[src/rtl/mcdi_ram.sv]
// ----------------------------------------------------------------------------
// mcdi_ram
// Simple dual-port synchronous RAM with one write port and a registered read.
// ----------------------------------------------------------------------------
module mcdi_ram #(
  parameter int unsigned Width = 8,
  parameter int unsigned Depth = 16
) (
  input  logic                     clk_i,
  input  logic                     we_i,
  input  logic [$clog2(Depth)-1:0] waddr_i,
  input  logic [Width-1:0]         wdata_i,
  input  logic                     re_i,
  input  logic [$clog2(Depth)-1:0] raddr_i,
  output logic [Width-1:0]         rdata_o
);

  logic [Width-1:0] mem_q [Depth];

  // Write port and registered read port.
  always_ff @(posedge clk_i) begin
    if (we_i) begin
      mem_q[waddr_i] <= wdata_i;
    end
    if (re_i) begin
      rdata_o <= mem_q[raddr_i];
    end
  end

endmodule

[config.mk]
export PLATFORM = sky130hd
export DESIGN_NAME = mcdi_ram
export DESIGN_NICKNAME = d
export VERILOG_FILES = /design/src/rtl/mcdi_ram.sv
export SDC_FILE = /design/constraint.sdc
export NUM_CORES = 1
export LEC_CHECK = 0
export BUFFER_PORTS_ARGS = -buffer_cell sky130_fd_sc_hd__buf_4
export CAP_MARGIN = 25
export CORE_MARGIN = 1.5
export CORE_UTILIZATION = 30
export CTS_CLUSTER_SIZE = 14
export DETAILED_ROUTE_END_ITERATION = 6
export PLACE_DENSITY = 0.43
export SYNTH_ARGS = -nofsm -noshare
export SYNTH_HDL_FRONTEND = slang
export SYNTH_SLANG_ARGS = --single-unit
export TNS_END_PERCENT = 30
[constraint.sdc]
create_clock -name clk_i -period 3.02 [get_ports clk_i]
set_input_delay 0.755 -clock clk_i [delete_from_list [all_inputs] [get_ports clk_i]]
set_output_delay 0.755 -clock clk_i [all_outputs]
set_load 0.005 [all_outputs]
# [Word-level counts from Yosys, hierarchy flattened]
# Memories as Yosys holds them, arrays and structs flattened. A register that Yosys moved wholly into a read port is not among the register bits.
# Index checks and enable logic that the tools add are counted.
[op_classes] mux=2
[ops] cell="1-bit two-way mux" n=2
[word_totals] reg_bits=0 ram_bits=128 in_bits=19 out_inout_bits=8 elab_cells=3 memories=1
[mem_list] memory="mem_q" words=16 word_bits=8 read_ports=1 rd_ports_with_merged_regs=1 write_ports=1 line_no="18" source="logic [Width-1:0] mem_q [Depth];"

# [Depth between registers and ports, before layout]
[logic_depth] ltp_word=2 ltp_mapped=5 mapped_depth_nobuf=3

# [Least setup slack after synthesis]
# Ideal clock, no wire load.
[synth_timing] path_type="input to register" startpoint="in waddr_i[2]" endpoint="mem mem_q[0][0] (enable)" setup_time_ns=0.383 t_arrival_ns=1.865 required_time_ns=2.637 path_slack_ns=0.772 path_stages=2 n_path_buf=0 cell_sequence="or3b_2 > nor3_1"
[synth_lines] item="from (decl)" line_no="11" source="input logic [$clog2(Depth)-1:0] waddr_i,"
[synth_lines] item="to (decl)" line_no="18"
# No word-level cell before the write port.

==> impl_results.md <==
- Status: finished, final reports clean
- Dpl cells: around 500
- Routed via count: roughly 2,400
- Hold Fails Final Rpt: 0
- Clock buffer depth: 2
- Layout area overhead: 19.5%
- CTS Hold Bufs: 0
- CTS resizes: 0
- Vias per cell: between 4 and 5
- Syn Nets: around 250
- Cell row count: between 40 and 50
- Slowest CP cell: mux4_1
- Fin worst setup slack: just over 1 ns
- Worst path most repeated cell: buf_4
- Initial core utilization: 0.304
- Layout Nets: approximately 300
- Hold/Removal Path Class: input port to flip-flop
- Cells along the critical path: buf_4, buf_4, mux4_1, a22oi_1, nand2_1
- Diode count: 0
- Critical path peak fanout: 11
- Core Area: approximately 0.017 mm^2
- Unrepaired setup endpoints after global routing: false
- Syn Area/Cell: between 20 and 25 um^2
- Initial DRT Pass Iterations: 4
- Post-CTS Setup Inserts: 0
- DIE WIDTH: approximately 140 um
- Antenna-violating nets left: 0
- Clock Root Buffer: clkbuf_16
- Seq/Total Area, Yosys: 0.781
- Avg WL per Cell: around 20 um
- Critical Path Sink Type: flip-flop
- CTS Sinks: approximately 140
- IO Port Bufs: 26
- Fmax: between 400 and 500 MHz
- WS Path Type: input port to flip-flop
- Worst setup SP type: input port
- First-pass GRT wire length: between 15,000 and 20,000 um
- Vias in the first global route: 2,403
- Share of layout cells above drive strength 1: 0.280
- Post-DP HPWL: 6790 um
- Relative slew slack: 0.518
- Worst Max-Slew Pin Slew: just over 0.7 ns
- Pre-CTS WS: 0.524 ns
- Worst path depth: 5
- Routed WL: between 10,000 and 15,000 um
- Reg clk slew, reported paths: approximately 0.050 ns
- CP delay by family, top: multiplexers
- Netlist Area Pre-Place: about 0.0052 mm^2
- R2R depth: 3
- Initial antenna violation count: 0
- Finish-stage setup viols: 0
- CP arrival: between 2 and 2.5 ns
- Worst hold slack: approximately 0.65 ns
- FF+latch count, synth: around 140
- Dominant cells by area after synthesis: edfxtp_1, mux4_2, mux4_1, a22oi_1, nor2_1
- VDD IR max: around 0.0004 V
- Total Routing Usage GR: 0.127
- CP max stage delay: between 0.5 and 0.6 ns
- DRC viols: 0
- Initial drt markers: roughly 250
- Final non-filler cell total: around 520
- Instance count of the mapped netlist: roughly 230
- Clock Latency Late Sink: a little over 0.4 ns
- Final GP Congestion: between 0.6 and 0.7
- Synth cell types: 18
- Tcrit/Tclk final: 0.667
- Slew Limit Fails: 0
- Largest net degree at the start of global routing: 33
- Ports: 27
- Max-cap violations: 0
- Post-route setup TNS: 0 ns
- WP buf/inv: 2
- CP required: 3.17 ns
- H-tree depth: 4
- YS warnings: 0
- Power Dens Cells: 645 mW/mm^2
- Final Util: 0.364
- CTS tree: yes
- P_leak: 0.00207 uW
- Layout Skew: about 0.008 ns
- Post-route minimum period: around 2 ns
- Hold path depth: 1
- Yosys top cell area share: 0.781
- Die H: between 100 and 150 um
- GRT overflow: 0
- Yosys top cell by area: edfxtp_1
- Die Area: approximately 0.018 mm^2
- Num CTS Buffers: 17
-- metal layers --
| layer | global-route usage | share of wire | up-vias | wire, um |
|---|---|---|---|---|
| li1 | - | - | 1086 | - |
| met1 | 0.166 | 0.45 | 1242 | 4880 |
| met2 | 0.199 | 0.49 | 54 | 5210 |
| met3 | 0.0323 | 0.040 | 12 | 425 |
| met4 | 0.0627 | 0.020 | 0 | 216 |
| met5 | 0 | 0 | - | 0 |
-- power by group --
group	internal, uW	switching [uW]
combinational	92.2	112
clock	1010	670
sequential	2130	10.0
total	3240	792
-- sequential cells by signal, summed over array words and instances, names as in the netlist --
name / cells
mem_q: 128
rdata_o: 8
-- cells in the mapped netlist (all sizes together) --
cell	instances
mux4	32
nand3	1
nor3	4
nor2	13
buf	7
nand2b	2
and2b	1
and2	1
clkdlybuf4s25	3
nand3b	2
a22oi	16
nor2b	1
nand2	9
edfxtp	136
or3b	1
-- worst paths after layout --
check                             startpoint     endpoint  slack (ns)
worst min register to register  mem_q[14][1]   rdata_o[1]        0.74
worst min-delay path              wdata_i[4]  mem_q[4][4]        0.65
worst max register to register   mem_q[0][0]   rdata_o[0]        1.47
worst max-delay path              raddr_i[0]   rdata_o[2]        1.01
-- cells in the final DEF (no fill, tap or decap), types with 4 or more instances in the layout --
cell type,instances
edfxtp_1,136
buf_4,46
clkbuf_16,17
a22oi_1,16
clkbuf_1,5
nor2_1,13
nand2_1,9
mux4_2,18
clkinv_1,8
mux4_1,14
nor3_1,4
-- kinds of logic after synthesis --
kind of cell    synth area share
mux                        0.148
simple gates              0.0314
flops                      0.781
compound gates            0.0230
buf+inv                   0.0165
-- worst reg2reg max path: stages, from the launching register on --
cell	delay, ns
edfxtp_1	0.36
mux4_1	0.49
a22oi_1	0.27
nand2_1	0.14
-- per-stage QoR --
| step | instance area [um^2] | total power (uW) |
|---|---|---|
| 6_report | 6250 | 4030 |
| 3_5_place_dp | 5770 | 2390 |
| 5_1_grt | 6250 | 4170 |
| 3_3_place_gp | 5770 | 2380 |
| 4_1_cts | 6250 | 4080 |
| 2_1_floorplan | 5230 | 2280 |
-- final cells by class --
cell class | count | area (um^2)
flip-flops and latches | 136 | 4080
clock inverters | 9 | 35.0
multi-input cells | 83 | 1060
well taps | 225 | 282
repair buffers | 46 | 345
clock buffers | 22 | 444
fillers | 1632 | 10900
Note: power is estimated with default switching activity, not from simulation.
